[src/design/frt_pkg.sv]
// shared types, codes and defaults for the firewall rule table
package frt_pkg;

	localparam int DEFAULT_RULE_SLOTS = 16;

	localparam logic [1:0] FN_ADD   = 2'd0;
	localparam logic [1:0] FN_DEL   = 2'd1;
	localparam logic [1:0] FN_CHECK = 2'd2;

	localparam logic [2:0] ST_ADDED    = 3'd0;
	localparam logic [2:0] ST_INVALID  = 3'd1;
	localparam logic [2:0] ST_FULL     = 3'd2;
	localparam logic [2:0] ST_DELETED  = 3'd3;
	localparam logic [2:0] ST_NOTFOUND = 3'd4;
	localparam logic [2:0] ST_ACCEPTED = 3'd5;
	localparam logic [2:0] ST_REJECTED = 3'd6;

	typedef struct packed {
		logic [31:0] ip_start;
		logic [31:0] ip_end;
		logic [15:0] port_start;
		logic [15:0] port_end;
		logic        ip_rng;
		logic        port_rng;
	} rule_t;

	typedef struct packed {
		logic equal;
		logic covers;
	} cmp_res_t;

	typedef enum logic [2:0] {
		S_IDLE,
		S_RD,
		S_CMP,
		S_SH_RD,
		S_SH_WR,
		S_DONE
	} frt_state_t;

endpackage

[src/design/frt_rule_mem.sv]
// rule storage: one write port, one registered read port
module frt_rule_mem import frt_pkg::*; #(
	parameter int RULE_SLOTS = DEFAULT_RULE_SLOTS,
	parameter int IW = $clog2(RULE_SLOTS)
) (
	input  logic          clk,
	input  logic          we,
	input  logic [IW-1:0] wr_addr,
	input  rule_t         wr_data,
	input  logic [IW-1:0] rd_addr,
	output rule_t         rd_data
);

	rule_t mem [RULE_SLOTS];

	always_ff @(posedge clk) begin
		if (we) begin
			mem[wr_addr] <= wr_data;
		end
	end

	always_ff @(posedge clk) begin
		rd_data <= mem[rd_addr];
	end

endmodule

[src/design/frt_cmp.sv]
// shared compare unit: exact rule match and address/port coverage
module frt_cmp import frt_pkg::*; (
	input  rule_t    entry,
	input  rule_t    req,
	output cmp_res_t res
);

	logic ip_eq;
	logic port_eq;
	logic ip_cov;
	logic port_cov;

	always_comb begin
		ip_eq = (entry.ip_rng == req.ip_rng) && (entry.ip_start == req.ip_start) &&
			(!entry.ip_rng || (entry.ip_end == req.ip_end));
		port_eq = (entry.port_rng == req.port_rng) && (entry.port_start == req.port_start) &&
			(!entry.port_rng || (entry.port_end == req.port_end));
		if (entry.ip_rng) begin
			ip_cov = (req.ip_start >= entry.ip_start) && (req.ip_start <= entry.ip_end);
		end else begin
			ip_cov = (req.ip_start == entry.ip_start);
		end
		port_cov = (req.port_start >= entry.port_start) && (req.port_start <= entry.port_end);
		res.equal  = ip_eq && port_eq;
		res.covers = ip_cov && port_cov;
	end

endmodule

[src/design/firewall_rule_table_core.sv]
// firewall rule table: add, delete and newest-first check over stored rules
// add, invalid and unused codes, and scans of an empty table, go straight to the result
// check/delete: read then compare per rule scanned; a delete hit shifts each newer rule down
// one rule memory read port and one compare unit serve every scan and shift step
// s_tready is high only in idle: no new word until the last result enters the output register
// reset (arst_n low, async) empties the table; rule memory contents are not cleared
module firewall_rule_table_core import frt_pkg::*; #(
	parameter int RULE_SLOTS = DEFAULT_RULE_SLOTS
) (
	input  logic         clk,
	input  logic         arst_n,
	input  logic         s_tvalid,
	output logic         s_tready,
	// ip_first[31:0], ip_last[63:32], ip_ranged[64], port_first[80:65],
	// port_last[96:81], port_ranged[97], zero pad
	input  logic [103:0] s_tdata,
	// func[1:0]
	input  logic [1:0]   s_tuser,
	output logic         m_tvalid,
	input  logic         m_tready,
	// status[2:0], zero pad
	output logic [7:0]   m_tdata
);

	localparam int IW  = (RULE_SLOTS > 1) ? $clog2(RULE_SLOTS) : 1;
	localparam int CW  = $clog2(RULE_SLOTS + 1);
	localparam int CW1 = CW + 1;

	frt_state_t state_q, state_d;

	rule_t          req_q;
	logic [1:0]     func_q;
	logic [IW-1:0]  idx_q;
	logic [CW-1:0]  count_q;
	logic [2:0]     res_q;
	logic           out_valid_q;
	logic [2:0]     out_status_q;

	rule_t          in_rule;
	rule_t          rd_data;
	rule_t          wr_data;
	logic           mem_we;
	logic [IW-1:0]  wr_addr;
	logic [IW-1:0]  rd_addr;
	cmp_res_t       cmp_res;

	logic           accept;
	logic           port_bad;
	logic           full;
	logic           empty;
	logic           idle_scan;
	logic           add_wr;
	logic [2:0]     idle_res;
	logic [CW-1:0]  cnt_m1;
	logic           hit;
	logic           more_cmp;
	logic           more_sh;
	logic           load;

	always_comb begin
		in_rule.ip_start   = s_tdata[31:0];
		in_rule.ip_rng     = s_tdata[64];
		in_rule.ip_end     = s_tdata[64] ? s_tdata[63:32] : s_tdata[31:0];
		in_rule.port_start = s_tdata[80:65];
		in_rule.port_rng   = s_tdata[97];
		in_rule.port_end   = s_tdata[97] ? s_tdata[96:81] : s_tdata[80:65];
	end

	frt_rule_mem #(
		.RULE_SLOTS (RULE_SLOTS),
		.IW         (IW)
	) u_mem (
		.clk     (clk),
		.we      (mem_we),
		.wr_addr (wr_addr),
		.wr_data (wr_data),
		.rd_addr (rd_addr),
		.rd_data (rd_data)
	);

	frt_cmp u_cmp (
		.entry (rd_data),
		.req   (req_q),
		.res   (cmp_res)
	);

	// decisions made on the incoming word and the scan step
	always_comb begin
		accept   = s_tvalid && s_tready;
		port_bad = s_tdata[97] && !(s_tdata[80:65] < s_tdata[96:81]);
		full     = (count_q == CW'(RULE_SLOTS));
		empty    = (count_q == '0);
		cnt_m1   = count_q - CW'(1);
		unique case (s_tuser)
			FN_ADD: begin
				idle_scan = 1'b0;
				idle_res  = port_bad ? ST_INVALID : (full ? ST_FULL : ST_ADDED);
			end
			FN_DEL: begin
				idle_scan = !port_bad && !empty;
				idle_res  = port_bad ? ST_INVALID : ST_NOTFOUND;
			end
			FN_CHECK: begin
				idle_scan = !empty;
				idle_res  = ST_REJECTED;
			end
			default: begin
				idle_scan = 1'b0;
				idle_res  = ST_INVALID;
			end
		endcase
		add_wr   = accept && (s_tuser == FN_ADD) && !port_bad && !full;
		hit      = (func_q == FN_CHECK) ? cmp_res.covers : cmp_res.equal;
		more_cmp = (CW1'(idx_q) + CW1'(1)) < CW1'(count_q);
		more_sh  = (CW1'(idx_q) + CW1'(2)) < CW1'(count_q);
		load     = (state_q == S_DONE) && (!out_valid_q || m_tready);
	end

	// next state
	always_comb begin
		state_d = state_q;
		unique case (state_q)
			S_IDLE: begin
				if (accept) begin
					state_d = idle_scan ? S_RD : S_DONE;
				end
			end
			S_RD: state_d = S_CMP;
			S_CMP: begin
				if (hit) begin
					state_d = ((func_q == FN_DEL) && more_cmp) ? S_SH_RD : S_DONE;
				end else begin
					state_d = (idx_q == '0) ? S_DONE : S_RD;
				end
			end
			S_SH_RD: state_d = S_SH_WR;
			S_SH_WR: state_d = more_sh ? S_SH_RD : S_DONE;
			S_DONE: begin
				if (load) begin
					state_d = S_IDLE;
				end
			end
			default: state_d = S_IDLE;
		endcase
	end

	// outputs of the sequencer
	always_comb begin
		s_tready = (state_q == S_IDLE);
		mem_we   = 1'b0;
		wr_addr  = idx_q;
		wr_data  = rd_data;
		rd_addr  = idx_q;
		unique case (state_q)
			S_IDLE: begin
				mem_we  = add_wr;
				wr_addr = count_q[IW-1:0];
				wr_data = in_rule;
			end
			S_SH_RD: rd_addr = idx_q + IW'(1);
			S_SH_WR: mem_we = 1'b1;
			default: begin
			end
		endcase
	end

	always_ff @(posedge clk or negedge arst_n) begin
		if (!arst_n) begin
			state_q <= S_IDLE;
		end else begin
			state_q <= state_d;
		end
	end

	always_ff @(posedge clk or negedge arst_n) begin
		if (!arst_n) begin
			count_q <= '0;
		end else begin
			if (add_wr) begin
				count_q <= count_q + CW'(1);
			end else if ((state_q == S_CMP) && hit && (func_q == FN_DEL) && !more_cmp) begin
				count_q <= cnt_m1;
			end else if ((state_q == S_SH_WR) && !more_sh) begin
				count_q <= cnt_m1;
			end
		end
	end

	always_ff @(posedge clk) begin
		unique case (state_q)
			S_IDLE: begin
				if (accept) begin
					req_q  <= in_rule;
					func_q <= s_tuser;
					idx_q  <= cnt_m1[IW-1:0];
					res_q  <= idle_res;
				end
			end
			S_CMP: begin
				if (hit) begin
					res_q <= (func_q == FN_CHECK) ? ST_ACCEPTED : ST_DELETED;
				end else if (idx_q == '0) begin
					res_q <= (func_q == FN_CHECK) ? ST_REJECTED : ST_NOTFOUND;
				end else begin
					idx_q <= idx_q - IW'(1);
				end
			end
			S_SH_WR: idx_q <= idx_q + IW'(1);
			default: begin
			end
		endcase
	end

	// output register parts the result from the next incoming word
	always_ff @(posedge clk or negedge arst_n) begin
		if (!arst_n) begin
			out_valid_q <= 1'b0;
		end else if (load) begin
			out_valid_q <= 1'b1;
		end else if (m_tready) begin
			out_valid_q <= 1'b0;
		end
	end

	always_ff @(posedge clk) begin
		if (load) begin
			out_status_q <= res_q;
		end
	end

	assign m_tvalid = out_valid_q;
	assign m_tdata  = {5'b0, out_status_q};

	a_count_bound: assert property (@(posedge clk) disable iff (!arst_n)
		CW1'(count_q) <= CW1'(RULE_SLOTS))
		else $error("rule count above table size");

	a_count_step: assert property (@(posedge clk) disable iff (!arst_n)
		(count_q == $past(count_q)) || (count_q == $past(count_q) + CW'(1)) ||
		(count_q == $past(count_q) - CW'(1)))
		else $error("rule count moved by more than one");

	a_shift_in_table: assert property (@(posedge clk) disable iff (!arst_n)
		(state_q == S_SH_WR) |-> ((CW1'(idx_q) + CW1'(1)) < CW1'(count_q)))
		else $error("shift write outside stored rules");

	a_done_after_scan: assert property (@(posedge clk) disable iff (!arst_n)
		(state_q == S_CMP) && hit && (func_q == FN_CHECK) |=> (state_q == S_DONE))
		else $error("check hit did not finish");

endmodule

[config.mk]
export PLATFORM = sky130hd
export DESIGN_NAME = firewall_rule_table_core
export DESIGN_NICKNAME = d
export VERILOG_FILES = /design/src/design/frt_pkg.sv /design/src/design/frt_rule_mem.sv /design/src/design/frt_cmp.sv /design/src/design/firewall_rule_table_core.sv
export SDC_FILE = /design/constraint.sdc
export NUM_CORES = 2
export LEC_CHECK = 0
export ABC_CLOCK_PERIOD_IN_PS = 12210
export BUFFER_PORTS_ARGS = -buffer_cell sky130_fd_sc_hd__buf_2
export CELL_PAD_IN_SITES_DETAIL_PLACEMENT = 1
export CELL_PAD_IN_SITES_GLOBAL_PLACEMENT = 1
export CORE_MARGIN = 3
export CORE_UTILIZATION = 40
export DETAILED_ROUTE_END_ITERATION = 16
export PLACE_DENSITY_LB_ADDON = 0.1
export RECOVER_POWER = 25
export REMOVE_ABC_BUFFERS = 1
export SYNTH_ARGS = -nofsm -noshare
export SYNTH_HDL_FRONTEND = slang
export SYNTH_HIERARCHICAL = 1
export SYNTH_SLANG_ARGS = --single-unit
[constraint.sdc]
create_clock -name clk -period 12.21 [get_ports clk]
set_input_delay 2.442 -clock clk [delete_from_list [all_inputs] [get_ports clk]]
set_output_delay 2.442 -clock clk [all_outputs]
set_load 0.005 [all_outputs]
Word level (Yosys, flattened, before mapping)
Memories as Yosys holds them, arrays and structs flattened. A register that Yosys moved wholly into a read port is not among the register bits.
Cells that the tools add are included.
- multipliers: 0
- bitwise logic cells: 0
- shift-type cells: 0
- reduce and logical (&&, ||, !) cells: 44
- muxes and demuxes: 38
- div/mod/pow operators: 0
- add/subtract/negate cells: 6
- magnitude comparators: 7
- eq/ne operators: 22
- operator list (kind ; number):
    $mux W98 ; 1
    $eq A32 B32 Y1 ; 3
    $mux W3 ; 12
    $eq A16 B16 Y1 ; 2
    $ge A32 B32 Y1 ; 1
    $le A32 B32 Y1 ; 1
    $mux W32 ; 1
    $logic_and A1 B1 Y1 ; 20
    $mux W4 ; 5
    $pmux W3 S6 ; 1
    $ge A16 B16 Y1 ; 1
    $le A16 B16 Y1 ; 1
    $lt A16 B16 Y1 ; 1
    $mux W16 ; 1
    $mux W5 ; 3
    $pmux W4 S3 ; 1
    $lt A5 B5 Y1 ; 2
    $logic_not A1 Y1 ; 9
    $pmux W3 S3 ; 1
    $eq A3 B2 Y1 const B ; 2
    $eq A3 B3 Y1 const B ; 2
    $mux W1 ; 6
    $mux W2 ; 3
    $ne A2 B2 Y1 const B ; 3
    other kinds (25) ; 34
- input port bits: 110
- output and inout bits: 10
- register bits: 119
- bits in latches: 0
- ROM bits: 0
- memories kept: 1
- memory bits (writable): 1568
- memories (name ; depth ; width ; rd ports ; clocked after Yosys merged registers in ; wr ports ; RTL line ; RTL):
    u_mem.mem ; 16 ; 98 ; 1 ; 1 ; 1 ; frt_rule_mem.sv:14 ; rule_t mem [RULE_SLOTS];

Depth between registers and ports, before layout
- word-level depth: 10
- mapped depth: 12
- depth with buffers taken out: 12

By module
Netlist, hierarchy kept.
- modules (own cells, without submodules) (module ; instances ; area an instance (µm²) ; cells an instance):
    frt_rule_mem ; 1 ; 60518.0 ; 2510
    firewall_rule_table_core ; 1 ; 6736.5 ; 495
    frt_cmp ; 1 ; 2971.6 ; 410

Worst setup path before layout
No wires, ideal clock.
- kind: input -> register
- start: in s_tvalid
- end: mem u_mem/mem[0][0] (netlist bit), enable pin
- arrival time: 12359 ps
- setup slack: -824 ps
- setup time: 675 ps
- path buffers: 0
- stages on the path: 6
- required time: 11535 ps
- path through: nand2_1 inv_1 o2111a_4 or2_2 or3b_2 nor3_1
- cells in the longest elaborated chain, start to end: 7
- RTL lines (element ; RTL line ; RTL):
    from (decl) ; firewall_rule_table_core.sv:12 ; input logic s_tvalid,
    $logic_and A1 B1 Y1 ; firewall_rule_table_core.sv:89 ; accept = s_tvalid && s_tready;
    $logic_and A1 B1 Y1 (3 in series) ; firewall_rule_table_core.sv:112 ; add_wr = accept && (s_tuser == FN_ADD) && !port_bad && !full;
    $pmux W1 S2 ; firewall_rule_table_core.sv:154 ; unique case (state_q)
    via mem_we ; firewall_rule_table_core.sv:42 ; logic mem_we;
    $mux W1 ; frt_rule_mem.sv:17 ; if (we) begin
    $mux W1 (not written as such) ; frt_rule_mem.sv:18 ; mem[wr_addr] <= wr_data;
    to (decl) ; frt_rule_mem.sv:14 ;
The timed path passes the listed nets, and every way through them passes these cells.

Worst setup path in the final report
- start: in s_tvalid
- end: mem u_mem/mem[6][85] (netlist bit), enable pin
Same word-level chain as after synthesis.

==> qor.yml <==
worst_pin_slew_ns: 3.929
avgRoutedWirePerCell_um: 31.17
fin_skew_ns: 0.04842
crit_path_start_kind: "input pin"
p_per_area_mw_per_mm2: 274.8
insertion_delay_ns: 0.82
cts_setup_buffers: 0
synth-edff-count: 1678
drc_errors: 0
avgSynthCellArea_um2: 20.56
hold_ws_ns: 0.4203
cap_violations: 4
start_util_pct: 40.31
rsz0062_at_grt: "no"
dp_hpwl_um: 98290
postLayoutCellArea_mm2: 0.07992
slew_headroom_pct: -161.9
grt_max_degree: 131
antenna_left: 0
cts_hold_buf: 0
cts_tree: "yes"
final.min_clock_period_ns: 8.016
hold_end: "out_status_q[2]"
ys_seq_elements: 1785
period_share_pct: 65.65
io_buffers: 108
synth-async-reset-ratio_pct: 0.5042
die_w_um: 425.0
post_route_cells_drive_above_1_share_pct: 23.25
ir_drop_mv: 0.2016
violations: "capacitance limit, slew limit"
place_area_mm2: 0.07362
maxClockFrequency_mhz: 124.8
status: "finished, violations left"
viasPerCell: 5.642
setup-violations-final: 0
hold_path_depth: 0
wl_um: 190200
grt_overflow: 0
io_pins: 120
cts.sinks: 1785
critPathKind: "in -> reg"
worstSetupEndpointType: "flip-flop"
p_leak_uw: 0.02605
slew_violations: 178
die_h_um: 425.0
antenna_found_initial: 13
crit_arrival_ns: 8.43
synthFlopType: "edfxtp_1"
synth_area_mm2: 0.07023
cts_buffer_depth: 3
ys_types: 62
timing.rr.start: "state_q[0]"
crit_required_ns: 12.63
ys_seq_area_share_pct: 74.87
ff2ff_setup_slack_ns: 4.80
rr_endpoint: "u_mem/mem[6][85]"
fin_util_pct: 45.88
core_area_mm2: 0.1742
final_nets: 3849
place.gp.congestion: 0.7795
num_rows: 153
finalWorstSetupSlack_ns: 4.194
ctsResizeCount: 0
clk_pin_slew_ns: 0.06
htreeDepth: 4
drt_iter0_drc: 3206
grt_pass1_wl_um: 273400
ys.warnings.count: 6
hold_violations: 0
hold_class: "reg -> reg"
cp_max_fo: 65
preCtsSetupSlack_ns: 5.209
min_from: "res_q[2]"
startpoint: "s_tvalid"
fp.dieArea_mm2: 0.1806
dr.pass1.iters: 5
clock-root-buffer: "clkbuf_16"
grt_pass1_vias: 37230
dr_total_vias: 34430
synthCells: 3415
r2r_cells: 9
numCtsBuffers: 191
area_growth_pct: 13.81
power_uw: 21960
track_usage_pct: 21.13
## through the flow
step | cells | TNS [ns]
finish | 6103 | 0
global route | 6101 | 0
CTS | 6101 | 0
detailed placement | 5739 | 0
global placement | 5739 | 0
floorplan | 3261 | -4282.46
## critical path, cell delays in order
cell        delay, ns
clkbuf_1         0.09
nand2_1          0.09
clkinvlp_2       2.82
o2111a_4         1.33
or2_2            0.38
nand3b_1         0.35
nor2_4           0.30
buf_4            0.51
## registers in the layout, summed over array words and instances (netlist names)
name and count:
u_mem/rd_data 98, m_tvalid 1, req_q 98, count_q 5, out_status_q 3, state_q 3
res_q 3, idx_q 4, u_mem/mem 1568, func_q 2
## synthesized netlist by cell type (all sizes together), types with 15 or more instances
library cell	n	area, um^2
a21oi	48	247.7
dfxtp	98	1962
nor2	41	153.9
a22oi	200	1501
nor3	17	90.09
nand2	137	514.2
mux2	147	1655
o21ai	25	136.4
xor2	27	236.5
ha	132	1652
clkbuf	57	214.0
edfxtp	1678	50390
nand3	15	75.07
buf	101	588.1
mux4	392	8828
xnor2	34	297.8
nor4	15	106.4
nand4	26	162.7
inv	124	465.5
## cell type report
class	count	area (um^2)
diodes	2	5.005
inverters	124	466.7
clock inverters	89	1027
fillers	15970	94280
well taps	2325	2909
multi-input cells	1352	16580
clock buffers	273	5349
repair buffers	153	1013
flip-flops and latches	1785	52580
## cell usage in the layout (no fill, tap or decap), drive strengths merged, types with 3 or more instances in the layout
| cell type | Yosys | final |
|---|---|---|
| a2111oi | 4 | 4 |
| a211o | 3 | 3 |
| a211oi | 5 | 5 |
| a21o | 12 | 12 |
| a21oi | 48 | 48 |
| a221o | 3 | 3 |
| a22oi | 200 | 200 |
| a311oi | 4 | 4 |
| a41oi | 3 | 3 |
| buf | 101 | 97 |
| bufinv | 0 | 16 |
| clkbuf | 57 | 329 |
| clkinv | 0 | 61 |
| clkinvlp | 0 | 6 |
| conb | 1 | 5 |
| dfrtp | 9 | 9 |
| dfxtp | 98 | 98 |
| edfxtp | 1678 | 1678 |
| ha | 132 | 132 |
| inv | 124 | 130 |
| mux2 | 147 | 147 |
| mux4 | 392 | 392 |
| nand2 | 137 | 137 |
| nand2b | 10 | 10 |
| nand3 | 15 | 15 |
| nand3b | 3 | 3 |
| nand4 | 26 | 26 |
| nor2 | 41 | 41 |
| nor2b | 9 | 9 |
| nor3 | 17 | 17 |
| nor4 | 15 | 15 |
| o211ai | 4 | 4 |
| o21a | 3 | 3 |
| o21ai | 25 | 25 |
| o22ai | 3 | 3 |
| or2 | 3 | 3 |
| or3 | 4 | 4 |
| xnor2 | 34 | 34 |
| xor2 | 27 | 27 |
## where the power goes
part	internal (uW)	leakage, uW	total, uW	switching, uW
Combinational	2900	0.00683	7370	4470
Clock	3400	0.00311	5810	2410
Sequential	8430	0.0161	8780	340
Total	14700	0.0261	22000	7230
## worst max path at each step
| stage | to | cells after the start |
|---|---|---|
| floorplan | u_mem/rd_data[0] | 6 |
| global placement | u_mem/mem[6][53] | 12 |
| detailed placement | u_mem/mem[6][76] | 12 |
| CTS | u_mem/mem[6][85] | 12 |
| global route | u_mem/mem[6][85] | 8 |
| finish | u_mem/mem[6][85] | 8 |
## per-layer routing
metal,wire length (um),part of all wire [%],track usage [%]
met1,83530,44,29.56
met5,0,0,0
met2,93510,49,35.02
met3,9015,4.7,3.057
met4,4160,2.2,5.167
## cell families (layout without fill, tap and decap cells)
logic type / after synthesis / in the layout / share of synthesized area, %
DFF: 1785 / 1785 / 74.87
muxes: 541 / 541 / 14.96
AOI/OAI and AO/OA: 326 / 326 / 3.328
and+or+nand+nor: 287 / 287 / 1.926
buffers and inverters: 282 / 639 / 1.805
adders and majority gates: 132 / 132 / 2.352
xor gates and xnor gates: 61 / 61 / 0.7608
other: 1 / 7 / 0.005340
Power figures use the tool's default switching activity.
